$ cat src/rtl/chd_pkg.sv
package chd_pkg;

  localparam int NUM_FKEYS = 12;

  localparam int CODE_W  = 5;
  localparam int KIND_W  = 2;
  localparam int TERM_W  = 4;
  localparam int NUM_MOD = 4;

  localparam logic [CODE_W-1:0] CODE_LCTRL = 5'd1;
  localparam logic [CODE_W-1:0] CODE_RCTRL = 5'd2;
  localparam logic [CODE_W-1:0] CODE_LALT  = 5'd3;
  localparam logic [CODE_W-1:0] CODE_RALT  = 5'd4;
  localparam logic [CODE_W-1:0] CODE_BKSP  = 5'd5;
  localparam logic [CODE_W-1:0] CODE_F1    = 5'd6;

  localparam logic [KIND_W-1:0] KIND_NONE     = 2'd0;
  localparam logic [KIND_W-1:0] KIND_SHUTDOWN = 2'd1;
  localparam logic [KIND_W-1:0] KIND_SWITCH   = 2'd2;

  typedef struct packed {
    logic              is_key_event;
    logic [CODE_W-1:0] key_code;
    logic              pressed;
    logic              auto_repeat;
  } key_item_t;

  typedef struct packed {
    logic [KIND_W-1:0] shortcut_kind;
    logic [TERM_W-1:0] terminal_number;
    logic              consumed;
  } hotkey_result_t;

endpackage

$ cat src/rtl/chd_in_if.sv
interface chd_in_if;
  import chd_pkg::*;

  logic              valid;
  logic              ready;
  logic              is_key_event;
  logic [CODE_W-1:0] key_code;
  logic              pressed;
  logic              auto_repeat;

  modport source (output valid, output is_key_event, output key_code, output pressed,
                  output auto_repeat, input ready);
  modport sink (input valid, input is_key_event, input key_code, input pressed,
                input auto_repeat, output ready);
endinterface

$ cat src/rtl/chd_out_if.sv
interface chd_out_if;
  import chd_pkg::*;

  logic              valid;
  logic              ready;
  logic [KIND_W-1:0] shortcut_kind;
  logic [TERM_W-1:0] terminal_number;
  logic              consumed;

  modport source (output valid, output shortcut_kind, output terminal_number,
                  output consumed, input ready);
  modport sink (input valid, input shortcut_kind, input terminal_number,
                input consumed, output ready);
endinterface

$ cat src/rtl/chd_in_stage.sv
module chd_in_stage (
  input  logic              clk,
  input  logic              rst_n,
  chd_in_if.sink            in_ch,
  input  logic              advance,
  output logic              item_valid,
  output chd_pkg::key_item_t item
);
  import chd_pkg::*;

  logic      valid_r;
  logic      valid_nxt;
  key_item_t item_r;
  logic      take;

  assign in_ch.ready = !valid_r || advance;
  assign take        = in_ch.valid && in_ch.ready;
  assign valid_nxt   = take ? 1'b1 : (advance ? 1'b0 : valid_r);

  always_ff @(posedge clk) begin
    if (!rst_n) begin
      valid_r <= 1'b0;
    end else begin
      valid_r <= valid_nxt;
    end
  end

  always_ff @(posedge clk) begin
    if (take) begin
      item_r.is_key_event <= in_ch.is_key_event;
      item_r.key_code     <= in_ch.key_code;
      item_r.pressed      <= in_ch.pressed;
      item_r.auto_repeat  <= in_ch.auto_repeat;
    end
  end

  assign item_valid = valid_r;
  assign item       = item_r;
endmodule

$ cat src/rtl/chd_key_state.sv
module chd_key_state (
  input  logic                    clk,
  input  logic                    rst_n,
  input  logic                    step,
  input  chd_pkg::key_item_t      item,
  output chd_pkg::hotkey_result_t result
);
  import chd_pkg::*;

  logic [NUM_MOD-1:0]   mod_r, mod_nxt;
  logic                 bs_held_r, bs_held_nxt;
  logic                 bs_sw_r, bs_sw_nxt;
  logic [NUM_FKEYS-1:0] fheld_r, fheld_nxt;
  logic [NUM_FKEYS-1:0] fsw_r, fsw_nxt;

  logic [NUM_MOD-1:0]   mod_bit;
  logic [NUM_FKEYS-1:0] f_bit;
  logic                 is_mod;
  logic                 is_fkey;
  logic                 combo;
  logic                 f_held_hit;
  logic                 f_sw_hit;

  always_comb begin
    for (int i = 0; i < NUM_MOD; i++) begin
      mod_bit[i] = (item.key_code == CODE_W'(CODE_LCTRL + CODE_W'(i)));
    end
    for (int i = 0; i < NUM_FKEYS; i++) begin
      f_bit[i] = (item.key_code == CODE_W'(CODE_F1 + CODE_W'(i)));
    end
  end

  assign is_mod     = |mod_bit;
  assign is_fkey    = |f_bit;
  assign combo      = (|mod_r[1:0]) && (|mod_r[3:2]);
  assign f_held_hit = |(fheld_r & f_bit);
  assign f_sw_hit   = |(fsw_r & f_bit);

  always_comb begin
    mod_nxt     = mod_r;
    bs_held_nxt = bs_held_r;
    bs_sw_nxt   = bs_sw_r;
    fheld_nxt   = fheld_r;
    fsw_nxt     = fsw_r;
    result      = '0;
    if (item.is_key_event) begin
      if (is_mod) begin
        mod_nxt = item.pressed ? (mod_r | mod_bit) : (mod_r & ~mod_bit);
      end else if (item.key_code == CODE_BKSP) begin
        if (!item.pressed) begin
          result.consumed = bs_sw_r;
          bs_held_nxt     = 1'b0;
          bs_sw_nxt       = 1'b0;
        end else if (bs_held_r || item.auto_repeat) begin
          bs_held_nxt     = 1'b1;
          result.consumed = bs_sw_r;
        end else begin
          bs_held_nxt = 1'b1;
          if (combo) begin
            bs_sw_nxt            = 1'b1;
            result.shortcut_kind = KIND_SHUTDOWN;
            result.consumed      = 1'b1;
          end
        end
      end else if (is_fkey) begin
        if (!item.pressed) begin
          result.consumed = f_sw_hit;
          fheld_nxt       = fheld_r & ~f_bit;
          fsw_nxt         = fsw_r & ~f_bit;
        end else if (f_held_hit || item.auto_repeat) begin
          result.consumed = f_sw_hit;
          fheld_nxt       = fheld_r | f_bit;
        end else begin
          fheld_nxt = fheld_r | f_bit;
          if (combo) begin
            fsw_nxt                = fsw_r | f_bit;
            result.shortcut_kind   = KIND_SWITCH;
            result.terminal_number = TERM_W'(item.key_code - CODE_F1 + CODE_W'(1));
            result.consumed        = 1'b1;
          end
        end
      end
    end
  end

  always_ff @(posedge clk) begin
    if (!rst_n) begin
      mod_r     <= '0;
      bs_held_r <= 1'b0;
      bs_sw_r   <= 1'b0;
      fheld_r   <= '0;
      fsw_r     <= '0;
    end else if (step) begin
      mod_r     <= mod_nxt;
      bs_held_r <= bs_held_nxt;
      bs_sw_r   <= bs_sw_nxt;
      fheld_r   <= fheld_nxt;
      fsw_r     <= fsw_nxt;
    end
  end
endmodule

$ cat src/rtl/chd_out_stage.sv
module chd_out_stage (
  input  logic                    clk,
  input  logic                    rst_n,
  input  logic                    item_valid,
  input  chd_pkg::hotkey_result_t result,
  output logic                    advance,
  chd_out_if.source               out_ch
);
  import chd_pkg::*;

  logic           valid_r;
  logic           valid_nxt;
  hotkey_result_t res_r;

  assign advance   = item_valid && (!valid_r || out_ch.ready);
  assign valid_nxt = advance ? 1'b1 : ((valid_r && out_ch.ready) ? 1'b0 : valid_r);

  always_ff @(posedge clk) begin
    if (!rst_n) begin
      valid_r <= 1'b0;
    end else begin
      valid_r <= valid_nxt;
    end
  end

  always_ff @(posedge clk) begin
    if (advance) begin
      res_r <= result;
    end
  end

  assign out_ch.valid           = valid_r;
  assign out_ch.shortcut_kind   = res_r.shortcut_kind;
  assign out_ch.terminal_number = res_r.terminal_number;
  assign out_ch.consumed        = res_r.consumed;
endmodule

$ cat src/rtl/console_hotkey_detector.sv
// console hotkey detector
// in_ch: one key event per request (is_key_event, key_code, pressed, auto_repeat)
// out_ch: exactly one result per input request (shortcut_kind, terminal_number, consumed)
// an event is registered at the input, decoded against the modifier, backspace
// and function key flags, and the result is registered at the output
// throughput: one event per cycle while out_ch is not stalled, set by the single decode
// and flag update step between the input register and the result register
// flags update at the moment an event moves into the result register
// a stalled out_ch holds its result; one more event waits in the input register,
// then in_ch.ready drops until the result is taken
// reset (synchronous, rst_n low) clears all modifier, held and consumed flags
// and empties both registers
module console_hotkey_detector (
  input  logic      clk,
  input  logic      rst_n,
  chd_in_if.sink    in_ch,
  chd_out_if.source out_ch
);
  import chd_pkg::*;

  logic           s1_valid;
  key_item_t      s1_item;
  logic           s1_advance;
  hotkey_result_t s1_result;

  chd_in_stage u_in_stage (
    .clk        (clk),
    .rst_n      (rst_n),
    .in_ch      (in_ch),
    .advance    (s1_advance),
    .item_valid (s1_valid),
    .item       (s1_item)
  );

  chd_key_state u_key_state (
    .clk    (clk),
    .rst_n  (rst_n),
    .step   (s1_advance),
    .item   (s1_item),
    .result (s1_result)
  );

  chd_out_stage u_out_stage (
    .clk        (clk),
    .rst_n      (rst_n),
    .item_valid (s1_valid),
    .result     (s1_result),
    .advance    (s1_advance),
    .out_ch     (out_ch)
  );

`ifndef SYNTHESIS
  a_switch_consumed: assert property (@(posedge clk) disable iff (!rst_n)
    (out_ch.valid && out_ch.shortcut_kind == KIND_SWITCH) |->
      (out_ch.consumed && out_ch.terminal_number != '0))
    else $error("switch result without consume or terminal");

  a_term_only_switch: assert property (@(posedge clk) disable iff (!rst_n)
    (out_ch.valid && out_ch.shortcut_kind != KIND_SWITCH) |->
      (out_ch.terminal_number == '0))
    else $error("terminal number set outside a switch");

  a_empty_ready: assert property (@(posedge clk) disable iff (!rst_n)
    !s1_valid |-> in_ch.ready)
    else $error("input not ready with empty input register");

  a_advance_loads: assert property (@(posedge clk) disable iff (!rst_n)
    s1_advance |=> out_ch.valid)
    else $error("advanced event did not reach the result register");
`endif
endmodule
$ cat src/flat_wrapper.sv
// flat-port wrapper written by rule: the top's interface ports become plain ports
module console_hotkey_detector_flat import chd_pkg::*;
  (clk, rst_n, in_ch_valid, in_ch_is_key_event, in_ch_key_code, in_ch_pressed, in_ch_auto_repeat, in_ch_ready, out_ch_valid, out_ch_shortcut_kind, out_ch_terminal_number, out_ch_consumed, out_ch_ready);
  chd_in_if in_ch_i ();
  chd_out_if out_ch_i ();
  input  logic clk;
  input  logic rst_n;
  input wire logic [$bits(in_ch_i.valid)-1:0] in_ch_valid;
  input wire logic [$bits(in_ch_i.is_key_event)-1:0] in_ch_is_key_event;
  input wire logic [$bits(in_ch_i.key_code)-1:0] in_ch_key_code;
  input wire logic [$bits(in_ch_i.pressed)-1:0] in_ch_pressed;
  input wire logic [$bits(in_ch_i.auto_repeat)-1:0] in_ch_auto_repeat;
  output wire logic [$bits(in_ch_i.ready)-1:0] in_ch_ready;
  output wire logic [$bits(out_ch_i.valid)-1:0] out_ch_valid;
  output wire logic [$bits(out_ch_i.shortcut_kind)-1:0] out_ch_shortcut_kind;
  output wire logic [$bits(out_ch_i.terminal_number)-1:0] out_ch_terminal_number;
  output wire logic [$bits(out_ch_i.consumed)-1:0] out_ch_consumed;
  input wire logic [$bits(out_ch_i.ready)-1:0] out_ch_ready;
  assign in_ch_i.valid = in_ch_valid;
  assign in_ch_i.is_key_event = in_ch_is_key_event;
  assign in_ch_i.key_code = in_ch_key_code;
  assign in_ch_i.pressed = in_ch_pressed;
  assign in_ch_i.auto_repeat = in_ch_auto_repeat;
  assign in_ch_ready = in_ch_i.ready;
  assign out_ch_valid = out_ch_i.valid;
  assign out_ch_shortcut_kind = out_ch_i.shortcut_kind;
  assign out_ch_terminal_number = out_ch_i.terminal_number;
  assign out_ch_consumed = out_ch_i.consumed;
  assign out_ch_i.ready = out_ch_ready;
  console_hotkey_detector u_core (.clk(clk), .rst_n(rst_n), .in_ch(in_ch_i), .out_ch(out_ch_i));
endmodule
$ cat config.mk
export PLATFORM = sky130hd
export DESIGN_NAME = console_hotkey_detector_flat
export DESIGN_NICKNAME = d
export VERILOG_FILES = /design/src/rtl/chd_pkg.sv /design/src/rtl/chd_in_if.sv /design/src/rtl/chd_out_if.sv /design/src/rtl/chd_in_stage.sv /design/src/rtl/chd_key_state.sv /design/src/rtl/chd_out_stage.sv /design/src/rtl/console_hotkey_detector.sv /design/src/flat_wrapper.sv
export SDC_FILE = /design/constraint.sdc
export NUM_CORES = 1
export LEC_CHECK = 0
export ABC_AREA = 1
export BUFFER_PORTS_ARGS = -buffer_cell sky130_fd_sc_hd__buf_2
export CELL_PAD_IN_SITES_DETAIL_PLACEMENT = 1
export CELL_PAD_IN_SITES_GLOBAL_PLACEMENT = 1
export CORE_MARGIN = 2
export CORE_UTILIZATION = 39
export DETAILED_ROUTE_END_ITERATION = 6
export PLACE_DENSITY = 0.87
export SLEW_MARGIN = 20
export SYNTH_ARGS = -nofsm -noshare
export SYNTH_HDL_FRONTEND = slang
export SYNTH_HIERARCHICAL = 1
export SYNTH_SLANG_ARGS = --single-unit
$ cat constraint.sdc
create_clock -name clk -period 2.1 [get_ports clk]
set_input_delay 0.21 -clock clk [delete_from_list [all_inputs] [get_ports clk]]
set_output_delay 0.21 -clock clk [all_outputs]
set_load 0.02 [all_outputs]
== Word level (Yosys, flattened, before mapping) ==
Cells that the tools add are included.
Storage, ports and cells
  flip-flop bits (word level): 47
  input port bits: 12
  output and inout bits: 9
  word-level logic and storage cells: 104
Operators by class
  bitwise operators: 16
  add/sub/neg operators: 2
  equal/unequal tests: 20
  muxes and demuxes: 27
  reductions and logical operators: 25
Operator list (count)
  12-bit bitwise AND: 4
  12-bit 2-to-1 mux: 4
  5-bit by 4-bit equality test with 1-bit output (second input constant): 8
  12-bit OR reduction: 3
  12-bit OR: 2
  5-bit by 3-bit equality test with 1-bit output (second input constant): 4
  1-bit 2-to-1 mux: 17
  7-bit 2-to-1 mux: 2
  6-bit 2-to-1 mux: 2
  12-bit NOT: 1
  5-bit by 2-bit equality test with 1-bit output (second input constant): 2
  5-bit equality test (second input constant): 2
  10-bit OR reduction: 1
  7-bit AND reduction: 1
  2-bit != test (second input constant): 3
  1-bit NOT: 6
  6-bit AND reduction: 1
  5-bit by 1-bit equality test with 1-bit output (second input constant): 1
  5-bit AND reduction: 1
  5-bit OR reduction: 1
  4-bit by 1-bit adder with 4-bit output (second input constant): 1
  4-bit bitwise AND: 1
  1-bit logical AND: 4
  1-bit logical OR: 4
  11 further kinds: 14

== Logic depth before layout (Yosys ltp) ==
  depth after elaboration: 8
  depth in mapped cells: 14

== By module ==
Netlist, hierarchy kept.
Modules (own cells, without submodules)
  chd_key_state: seq. area each 600.6 µm², cells an instance 287, area each 1813.0 µm², instances 1
  chd_in_stage: seq. area each 260.2 µm², cells an instance 15, area each 291.5 µm², instances 1
  chd_out_stage: seq. area each 230.2 µm², cells an instance 14, area each 261.5 µm², instances 1

== Least setup slack after synthesis ==
Ideal clock, no wire load.
  path type: reg2reg
  start: register u_core.u_out_stage.valid_r, in the netlist u_core/u_out_stage/out_ch.valid
  end: register with a tool-made name
  setup time: 118 ps
  path buffers: 1
  data required time: 1982 ps
  slack: 94 ps
  cell stages (with the launch flop): 8
  data arrival time: 1888 ps
  path through: dfxtp_1 > a21oi_1 > nand2_1 > nor3_4 > buf_6 > nand3_1 > o21ai_1 > nor2_1
RTL lines
  start, declared: RTL line chd_out_stage.sv:11  | logic valid_r;
  start signal, assigned: RTL line chd_out_stage.sv:22  | valid_r <= valid_nxt;

==> out/metrics.yaml <==
die:
  io_pins: 21
  start_util: 0.402
  die_y_um: 81.9
  die_area_um2: 6710
  die_w_um: 81.9
  core_area_um2: 5890
  row_count: 28
run_status:
  status: "finished, violations left"
  violations: "negative setup slack"
sta:
  finalCritPeriodShare: 1.09
  drv_slew: 0
  finalHoldViolCount: 0
  holdWs_ns: 0.0714
  tns_ns: -2.07
  rsz0062_at_grt: "true"
  tightest_slew_ns: 0.522
  slew_headroom: 0.652
  fin_crit_ns: 2.29
  clock.fmax_ghz: 0.436
  fin_ws_ns: -0.192
  finalSetupViolCount: 30
  fin_skew_ns: 0.00995
drt:
  firstDrtPassIters: 4
  routedWlPerCell_um: 18.3
  drt_iter0_markers: 162
  drc: 0
  routed_wl_um: 8120
  via_per_inst: 5.26
  vias: 2328
  antenna_left: 0
critical_path:
  cpMostUsedCell: "nor2_2"
  cp-end-kind: "flip-flop"
  critical_path_required_ns: 2.29
  critPathKind: "reg -> reg"
  crit_chain: "buf_6 -> ha_4 -> nand2_4 -> nor2_4 -> nor2_2 -> nand2_2 -> nor3_4 -> buf_12 -> nand3_2 -> o21ai_2 -> nor2_2"
  critPathMaxFanout: 6
  arrival_ns: 2.48
  cp_num_buf_inv: 2
  critPathMaxStageDelay_ns: 0.49
  crit_path_start_kind: "flip-flop"
  crit_family: "simple AND/OR/NAND/NOR gates"
  slowest_stage: "edfxtp_1"
synthesis:
  ys_seq_area_frac: 0.461
  synth.yosys.warnings: 6
  syn_area_um2: 2370
  synth_top_area_share: 0.271
  syn_area_per_cell_um2: 7.49
  synth_area_leaders: "dfxtp_1 27%, edfxtp_1 19%, nor2_1 11%"
  synth_top_family_by_area: "simple AND/OR/NAND/NOR gates"
  synth_fa_ha_area_frac: 0.0264
  synth-simple-area-share: 0.305
  synth-xor-area-share: 0.00740
  syn_nets: 333
  muxShareOfSynthArea: 0
  synth_compound_area_frac: 0.104
  ys_types: 29
  synthCells: 316
  ys_seq_elements: 47
  yosys.area.top_type: "dfxtp_1"
placed_design:
  placed_area_um2: 2690
  finalWeightedCongestion: 0.835
  place_hpwl_um: 4820
  port_buffers: 20
clock_network:
  htreeDepth: 2
  cts_tree: "built"
  clk_latency_ns: 0.31
  clk_pin_slew_worst_paths_ns: 0.09
  cts_root_buf: "clkbuf_8"
  cts_made_buffers: 5
  cts_buffer_depth: 2
  clock_sinks: 47
  ctsHoldBuffers: 0
grt:
  antenna_found_initial: 0
  grt_pass1_vias: 2312
  grt_pass1_wl_um: 10800
  gr-total-overflow: 0
  track_usage: 0.215
  grt_max_degree: 20
power_and_ir_drop:
  vdd_drop_max_mv: 0.314
  powerDensity_nw_per_um2: 571
  p_leak_nw: 1.28
finish:
  area_delta_synth_final_pct: 34.5
  insertedDiodeCount: 0
  nNetsFinal: 384
  final_layout_size_suffix_gt1_frac: 0.375
  final_area_um2: 3180
  post-route-util: 0.541
hold_path:
  min_path_type: "in -> reg"
run:
  drv_cap: 0
## layout by cell type, fill, tap and decap left out, types with 2 or more instances in the layout
cell and instances:
buf_2 20, xor2_1 2, clkinv_1 2, buf_4 24
a21oi_2 5, edfxtp_1 15, nand3_1 12, nand2_1 43
dfxtp_1 32, o21ai_0 6, o21ai_2 11, a21oi_1 20
nand3_2 9, nand2_2 8, nor2_2 16, inv_2 9
inv_1 37, nand3_4 7, clkbuf_8 5, nand2_4 4
nor2_1 53, nor2_4 4, buf_6 5, ha_4 3
nor3_2 2
## where the power goes
part / leakage [nW] / internal, W / switching [W]
clock: 0.0403 / 0.000228 / 0.000299
sequential: 0.404 / 0.000958 / 0.0000204
combinational: 0.834 / 0.000113 / 0.000199
## cell families after synthesis
family                   Yosys count
AO/OA/AOI/OAI                     45
XOR/XNOR                           2
adder cells (fa/ha/maj)            5
buffers and inverters             54
flip-flops                        47
AND/OR/NAND/NOR                  163
## final cells by class
type | count | area (um2)
clock inverter | 2 | 7.51
clock buffer | 6 | 72.6
sequential | 47 | 1090
tap | 75 | 93.8
fill | 718 | 2700
inverter | 47 | 179
timing repair buffer | 51 | 382
multi-input combinational | 215 | 1360
## per-stage QoR
stage	total power [W]	worst slack (ns)	cells
detailed placement	0.00121	-0.170	427
CTS	0.00172	0.00659	435
global route	0.00187	-0.233	443
global placement	0.00120	-0.0200	427
floorplan	0.00112	0.0941	316
finish	0.00182	-0.192	443
## cell usage after synthesis, drive strengths merged
library cell and count:
nor2 73, nand2 55, inv 47, dfxtp 32, nand3 28, a21oi 25, o21ai 18, edfxtp 15
ha 5, buf 4, nor3 4, clkbuf 3, xor2 2, a22oi 1, nand3b 1, nor3b 1
nor4 1, o211ai 1
## final timing paths
kind | from | to | slack (ns) | cells after the start
setup / recovery | u_core/u_in_stage/item[3]$_DFFE_PP_ | flip-flop | -0.19 | 11
hold reg to reg | flip-flop | flip-flop | 0.46 | 2
setup reg to reg | u_core/u_in_stage/item[3]$_DFFE_PP_ | flip-flop | -0.19 | 11
hold / removal | in_ch_key_code[1] | u_core/u_in_stage/item[3]$_DFFE_PP_ | 0.07 | 1
## per-layer routing
layer  share of wire  routed length (um)  global-route usage  up-vias
met1            0.42                3380               0.266     1156
met4           0.020                 163              0.0783        0
li1                -                   -                   -     1112
met5               0                   0                   0        -
met2            0.53                4340               0.378       44
met3           0.029                 239              0.0319       16
## what timing repair did
item                       4_1_cts  5_1_grt
buffers inserted                 0        8
gates cloned                     0        1
gates resized for setup         14       72
pin swaps                        3       25
setup endpoints to repair       20       32
Power figures use the tool's default switching activity.
